### config.mk
export PLATFORM = sky130hd
export DESIGN_NAME = mer_ctrl
export DESIGN_NICKNAME = d
export VERILOG_FILES = /design/src/sv/midpoint_ellipse_rasterizer_core_defines.svh /design/src/sv/mer_pkg.sv /design/src/sv/mer_ctrl.sv
export SDC_FILE = /design/constraint.sdc
export NUM_CORES = 1
export LEC_CHECK = 0
export BUFFER_PORTS_ARGS = -buffer_cell sky130_fd_sc_hd__buf_2
export CAP_MARGIN = 0
export CORE_UTILIZATION = 40
export DETAILED_ROUTE_END_ITERATION = 10
export PLACE_DENSITY_LB_ADDON = 0.12
export SYNTH_ARGS = -nofsm -noshare
export SYNTH_HDL_FRONTEND = slang
export SYNTH_SLANG_ARGS = --single-unit
### constraint.sdc
create_clock -name clk -period 1.4 [get_ports clk]
set_input_delay 0.21 -clock clk [delete_from_list [all_inputs] [get_ports clk]]
set_output_delay 0.21 -clock clk [all_outputs]
set_load 0.005 [all_outputs]
### src/sv/midpoint_ellipse_rasterizer_core_defines.svh
// ----------------------------------------------------------------------------
// Midpoint ellipse rasterizer assertion macros
// Concurrent check wrappers on clk / rst_n; empty when SYNTHESIS is defined.
// ----------------------------------------------------------------------------
`ifndef MIDPOINT_ELLIPSE_RASTERIZER_CORE_DEFINES_SVH
`define MIDPOINT_ELLIPSE_RASTERIZER_CORE_DEFINES_SVH

`ifndef SYNTHESIS
`define MER_ASSERT_NOW(label, ante, cons) \
    label: assert property (@(posedge clk) disable iff (!rst_n) (ante) |-> (cons)) \
        else $error("mer: same-cycle check failed");
`define MER_ASSERT_NEXT(label, ante, cons) \
    label: assert property (@(posedge clk) disable iff (!rst_n) (ante) |=> (cons)) \
        else $error("mer: next-cycle check failed");
`else
`define MER_ASSERT_NOW(label, ante, cons)
`define MER_ASSERT_NEXT(label, ante, cons)
`endif

`endif

### src/sv/mer_pkg.sv
// ----------------------------------------------------------------------------
// Midpoint ellipse rasterizer package
// Widths, register indexes, controller states and control/status bundles.
// ----------------------------------------------------------------------------
package mer_pkg;

    localparam int AXIS_BITS      = 11;
    localparam int COORD_BITS     = 12;
    localparam int PIX_BITS       = COORD_BITS + 2;
    localparam int DEC_BITS       = 48;
    localparam int CFG_IDX_BITS   = 2;
    localparam int CFG_DATA_BITS  = (COORD_BITS > AXIS_BITS) ? COORD_BITS : AXIS_BITS;
    localparam int IN_TDATA_BITS  = 8;
    localparam int OUT_TDATA_BITS = ((2 * PIX_BITS + 7) / 8) * 8;

    typedef enum logic [CFG_IDX_BITS-1:0] {
        CFG_CENTER_X    = 2'd0,
        CFG_CENTER_Y    = 2'd1,
        CFG_SEMI_AXIS_X = 2'd2,
        CFG_SEMI_AXIS_Y = 2'd3
    } cfg_reg_t;

    typedef enum logic [4:0] {
        ST_IDLE,
        ST_RST_SQ,
        ST_RST_MUL,
        ST_RST_LOAD,
        ST_ADV_SQ,
        ST_ADV_MUL,
        ST_ADV_TEST,
        ST_R2_SQ,
        ST_R2_MUL,
        ST_R2_LOAD,
        ST_EMIT0,
        ST_EMIT1,
        ST_EMIT2,
        ST_EMIT3,
        ST_STEP,
        ST_UPD_MUL,
        ST_UPD_LOAD
    } state_t;

    typedef struct packed {
        logic       sq;
        logic       mul;
        logic       mul_init;
        logic       init_load;
        logic       r2_sq;
        logic       r2_mul;
        logic       r2_load;
        logic       emit;
        logic [1:0] emit_idx;
        logic       finish;
        logic       step;
        logic       upd_load;
    } cmd_t;

    typedef struct packed {
        logic finished;
        logic region_two;
        logic beyond;
        logic out_busy;
        logic at_axis;
    } status_t;

endpackage

### src/sv/mer_ctrl.sv
// ----------------------------------------------------------------------------
// Midpoint ellipse rasterizer controller
// Sequences squares, products, region switch, pixel emission and the update.
// ----------------------------------------------------------------------------
module mer_ctrl (
    input  logic             clk,
    input  logic             rst_n,
    input  logic             req_valid,
    output logic             req_ready,
    input  logic             restart,
    input  mer_pkg::status_t status,
    output mer_pkg::cmd_t    cmd
);

    mer_pkg::state_t state_reg;
    mer_pkg::state_t state_next;

    always_ff @(posedge clk or negedge rst_n)
    begin
        if (!rst_n)
        begin
            state_reg <= mer_pkg::ST_IDLE;
        end
        else
        begin
            state_reg <= state_next;
        end
    end

    assign req_ready = (state_reg == mer_pkg::ST_IDLE);

    always_comb
    begin
        state_next = state_reg;
        cmd        = '0;
        unique case (state_reg)
            mer_pkg::ST_IDLE:
            begin
                if (req_valid)
                begin
                    if (restart)
                        state_next = mer_pkg::ST_RST_SQ;
                    else if (!status.finished)
                        state_next = mer_pkg::ST_ADV_SQ;
                end
            end
            mer_pkg::ST_RST_SQ:
            begin
                cmd.sq     = 1'b1;
                state_next = mer_pkg::ST_RST_MUL;
            end
            mer_pkg::ST_RST_MUL:
            begin
                cmd.mul      = 1'b1;
                cmd.mul_init = 1'b1;
                state_next   = mer_pkg::ST_RST_LOAD;
            end
            mer_pkg::ST_RST_LOAD:
            begin
                cmd.init_load = 1'b1;
                state_next    = mer_pkg::ST_IDLE;
            end
            mer_pkg::ST_ADV_SQ:
            begin
                cmd.sq     = 1'b1;
                state_next = mer_pkg::ST_ADV_MUL;
            end
            mer_pkg::ST_ADV_MUL:
            begin
                cmd.mul    = 1'b1;
                state_next = mer_pkg::ST_ADV_TEST;
            end
            mer_pkg::ST_ADV_TEST:
            begin
                if (!status.region_two && status.beyond)
                    state_next = mer_pkg::ST_R2_SQ;
                else
                    state_next = mer_pkg::ST_EMIT0;
            end
            mer_pkg::ST_R2_SQ:
            begin
                cmd.r2_sq  = 1'b1;
                state_next = mer_pkg::ST_R2_MUL;
            end
            mer_pkg::ST_R2_MUL:
            begin
                cmd.r2_mul = 1'b1;
                state_next = mer_pkg::ST_R2_LOAD;
            end
            mer_pkg::ST_R2_LOAD:
            begin
                cmd.r2_load = 1'b1;
                state_next  = mer_pkg::ST_EMIT0;
            end
            mer_pkg::ST_EMIT0:
            begin
                if (!status.out_busy)
                begin
                    cmd.emit     = 1'b1;
                    cmd.emit_idx = 2'd0;
                    state_next   = mer_pkg::ST_EMIT1;
                end
            end
            mer_pkg::ST_EMIT1:
            begin
                if (!status.out_busy)
                begin
                    cmd.emit     = 1'b1;
                    cmd.emit_idx = 2'd1;
                    state_next   = mer_pkg::ST_EMIT2;
                end
            end
            mer_pkg::ST_EMIT2:
            begin
                if (!status.out_busy)
                begin
                    cmd.emit     = 1'b1;
                    cmd.emit_idx = 2'd2;
                    state_next   = mer_pkg::ST_EMIT3;
                end
            end
            mer_pkg::ST_EMIT3:
            begin
                if (!status.out_busy)
                begin
                    cmd.emit     = 1'b1;
                    cmd.emit_idx = 2'd3;
                    if (status.at_axis)
                    begin
                        cmd.finish = 1'b1;
                        state_next = mer_pkg::ST_IDLE;
                    end
                    else
                    begin
                        state_next = mer_pkg::ST_STEP;
                    end
                end
            end
            mer_pkg::ST_STEP:
            begin
                cmd.step   = 1'b1;
                state_next = mer_pkg::ST_UPD_MUL;
            end
            mer_pkg::ST_UPD_MUL:
            begin
                cmd.mul    = 1'b1;
                state_next = mer_pkg::ST_UPD_LOAD;
            end
            mer_pkg::ST_UPD_LOAD:
            begin
                cmd.upd_load = 1'b1;
                state_next   = mer_pkg::ST_IDLE;
            end
            default:
            begin
                state_next = mer_pkg::ST_IDLE;
            end
        endcase
    end

endmodule

; After elaboration in Yosys (flattened, before gate mapping)
; Cells that the tools add are included.
; Widths: inputs -> output; s select.
[word_totals]
input_bits = 9
word_cells = 55
regBits = 5
output_inout_bits = 14
[op_classes]
mux = 26
eq_ne = 22
reduce_logical = 6
[ops]
columns = operator, count
row1 = $pmux 5 s15, 1
row2 = $eq 5x4->1 const B, 8
row3 = $mux 5, 7
row4 = $eq 5x3->1 const B, 4
row5 = $mux 4, 3
row6 = $pmux 3 s4, 1
row7 = $mux 1, 11
row8 = $eq 5x2->1 const B, 2
row9 = $ne 2x2->1 const B, 5
row10 = $mux 3, 3
row11 = $reduce_and 6->1, 1
row12 = $eq 5x1->1 const B, 1
row13 = $eq 5x5->1 const B, 1
row14 = $logic_not 5->1, 1
row15 = $ne 3x3->1 const B, 1
row16 = $reduce_or 3->1, 1
row17 = $reduce_or 2->1, 1
row18 = $logic_and 1x1->1, 1
row19 = $logic_not 1->1, 1

; Depth between registers and ports, before layout
[depth]
ltp_word = 4
depth_mapped = 5

; Least setup slack after synthesis
; No wires, ideal clock.
[synth_timing]
path_kind = reg2reg
startpoint = reg state_reg[1]
endpoint = reg state_reg[3]
n_path_buf = 1
t_required_ps = 1268
slack_ps = -23
arrival_ps = 1291
period_less_slack_ps = 1423
stages_incl_launch_ff = 6
path_cell_list = dfrtp_1 -> buf_6 -> or3_4 -> a211oi_2 -> or2_4 -> o22ai_1
[synth_via]
elab_chain_cells = 3
elab_cells_between_ends = 23
classes_between = 20 x eq/ne / 1 x mux / 2 x reduce/logical
[synth_rtl]
columns = item, line_no
row1 = "start, declared", mer_ctrl.sv:15  ; mer_pkg::state_t state_reg;
row2 = "start signal, assigned", mer_ctrl.sv:22  ; state_reg <= mer_pkg::ST_IDLE;
row3 = "start signal, assigned", mer_ctrl.sv:26  ; state_reg <= state_next;
row4 = $eq 5x4->1 or $logic_not 5->1 (tied branches), mer_ctrl.sv:36  ; unique case (state_reg)
row5 = $ne 2x2->1 (no line) or $ne 3x3->1 (tied branches), -
row6 = $reduce_and 6->1 (no line), -
; Parallel ways exist; a longest one is shown, timed or not.
; A chain may end at the register's enable or synchronous reset.

==> out/results.tsv <==
stage	metric	value	unit
outcome	status	finished with violations	
outcome	violated checks	setup timing	
global_route	largest net degree at the start of global routing	9	
placed_design	routability cong.	0.934	
drt	total wire length	2350	um
worst_setup_path	Top delay family on crit path	flip-flops	
worst_setup_path	CP Data Required Time	1190	ps
power	sequential power share	12.0	%
worst_setup_path	crit path kind	reg -> out	
final_layout	max FFs per register	5	
clock_network	CTS buffer count	3	
final_layout	Fillers	96	
clock_network	Sink Count	5	
timing	# setup viols final	18	
drt	WL/cell	17.4	um
clock_network	Clock transition at path regs	50	ps
hold_path	Hold WC Path Type	in -> async	
floorplan	Core Rows	13	
power	clock network fraction of total power	7.5	%
clock_network	CTS tree	yes	
timing	Final WS setup	-252	ps
drt	DR vias	801	
power	Pleak	0.000439	uW
synthesis	Seq/Total Area, Yosys	21.6	%
worst_setup_path	crit-path max cell delay	430	ps
power	Logic pwr share	80.5	%
job	max cap viols	0	
synthesis	Synth Net Count	87	
power	Peak supply drop	1.43	mV
power	P per Cell Area	2280	nW/um2
timing	relative slew slack	79.2	%
synthesis	Yosys top cell area share	21.6	%
synthesis	post-synth cell types	34	
timing	Max Clk Rate	605	MHz
synthesis	FF+latch count, synth	5	
global_route	grt ovf	0	
power	P_sw	1060	uW
clock_network	H-Tree Depth	1	
drt	number of nets with antenna violations after routing	0	
floorplan	Die X	40.1	um
synthesis	Main synth FF type	dfrtp_1	
placed_design	detailed placement HPWL	1410	um
floorplan	Initial Utilization	44.1	%
worst_setup_path	CP Capture Type	output pin	
drt	Via density	5.93	
power	Power Total	2290	uW
power	switching share of power	46.1	%
worst_setup_path	cells along the critical path	or2b_4 > o32a_1 > nor2_1 > buf_2	
timing	minimum clock period	1650	ps
final_layout	layout cells sized above 1	59.2	%
synthesis	Mapped Area	581	um2
worst_setup_path	Critical-path top delay cell	dfrtp_1	
final_layout	Ant. Diodes	0	
worst_setup_path	Crit path buffers/inverters	1	
timing	final worst-path cycle share	118	%
placed_design	IO buf count	22	
global_route	All-Layer GR Usage	30.5	%
floorplan	IO Count	23	
worst_setup_path	Critical Path Source Type	flip-flop	
timing	Slew Limit Fails	0	
synthesis	largest cells by area after synthesis	dfrtp_1, nor3_1, nor2_1, nand2b_1, nand2_1	
synthesis	leading area contributor after synthesis	dfrtp_1	
global_route	initial antenna violation count	0	
synthesis	FFs w/ async S/R, synth	100	%
timing	Hold Vio Cnt, Final	0	
worst_setup_path	CP max FO	4	
synthesis	Syn Inst Count	78	
synthesis	Yosys Warn Count	0	
timing	worst clock skew	7.04	ps
drt	drt pass-1 iters	4	
synthesis	Synth top cells by count	nor2_1, nor3_1, nand2_1	
clock_network	worst skew pair latency	250	ps
drt	First DRT Iteration DRCs	25	
timing	Post-Route Setup TNS	-2620	ps
final_layout	Core Util, Final	76.1	%
timing	Worst-Margin Slew	308	ps
global_route	first-pass GRT wire length	3160	um
final_layout	Synth-to-Final Area Change	72.6	%
clock_network	CTS root buf	clkbuf_4	
timing	RSZ-0062 raised after global routing	yes	
floorplan	Die ar.	1610	um2
worst_setup_path	Worst Path Arrival	1440	ps
final_layout	fin nets	130	
global_route	vias in the first global route	672	
power	Pint	1230	uW
synthesis	EDFF count, synth	0	
floorplan	Die Y-Extent	40.1	um
floorplan	CORE AREA	1320	um2
clock_network	maximum clock insertion buffer count	2	
drt	Remaining DRCs	0	
synthesis	count leader, synth	nor2_1	
synthesis	Avg Cell Area, Syn	7.44	um2
-- what timing repair did --
action / 4_1_cts / 5_1_grt
setup buffers: 6 / 0
pin swaps: 5 / 6
setup endpoints to repair: 17 / 18
endpoints found under the hold margin: 5 / 0
hold buffers: 1 / 0
gates resized for setup: 15 / 14
-- placed cells by master (no fill, tap or decap), types with 3 or more instances in the layout --
master | netlist | routed
nor2_1 | 10 | 8
nor3_2 | 0 | 4
o21ai_0 | 4 | 3
nand2b_1 | 5 | 3
buf_4 | 0 | 17
clkbuf_4 | 0 | 3
buf_2 | 5 | 22
nor3_1 | 9 | 5
nand2_1 | 8 | 7
dfrtp_1 | 5 | 3
buf_6 | 1 | 5
-- metal layers --
layer	share of wire, %	track usage (%)	wire length (um)
met1	40	40.4	931
met4	5.4	24.1	127
met2	48	44.8	1130
met5	0	0	0
met3	6.8	2.78	159
-- worst register-to-register path, stage by stage, from the launching register on --
cell and delay [ps]:
dfrtp_1 410, or3_4 470, a211oi_4 220, or2_4 200
a32oi_2 60
-- cell families after synthesis --
logic type / after synthesis / share of synthesized area [%]
AND/OR/NAND/NOR: 44 / 40.1
AO/OA/AOI/OAI: 18 / 25.0
buffers and inverters: 8 / 7.54
flip-flops: 5 / 21.6
XOR/XNOR: 3 / 5.82
-- path summary, 6_finish.rpt --
check | to | slack, ps | depth (start not counted) | startpoint
setup / recovery | cmd[11] | -250 | 4 | state_reg[2]$_DFFE_PN0P_
hold reg to reg | state_reg[0]$_DFFE_PN0P_ | 770 | 3 | state_reg[0]$_DFFE_PN0P_
min in group clk | state_reg[1]$_DFFE_PN0P_ | 440 | 3 | status[1]
hold / removal | state_reg[1]$_DFFE_PN0P_ | 330 | 2 | rst_n
max in group asynchronous | state_reg[3]$_DFFE_PN0P_ | 920 | 2 | rst_n
setup reg to reg | state_reg[2]$_DFFE_PN0P_ | -100 | 4 | state_reg[1]$_DFFE_PN0P_
-- power by group through the flow --
stage	clock network, uW	logic, uW	registers, uW
global placement	0	1310	282
detailed placement	0	1330	282
floorplan	0	879	228
CTS	173	1550	268
global route	186	1980	277
finish	172	1840	275
-- final cells by class --
type                       instances  area [um2]  share of cell area, %
inverter                           1        3.75                  0.375
tap                               15        18.8                   1.87
clock buffer                       4        26.3                   2.62
timing repair buffer              45         304                   30.3
multi-input combinational         65         522                   52.1
sequential                         5         128                   12.7
-- per-stage QoR --
step                setup WS (ps)  area, um2  instances  hold slack (ps)
finish                       -252       1000        135              327
global route                 -296       1000        135              322
global placement            -24.3        797        125             32.3
floorplan                    23.4        581         78            -85.6
detailed placement          -39.9        797        125             31.7
CTS                          -226        928        135              312
No activity file was read; power rests on OpenSTA's default activity.
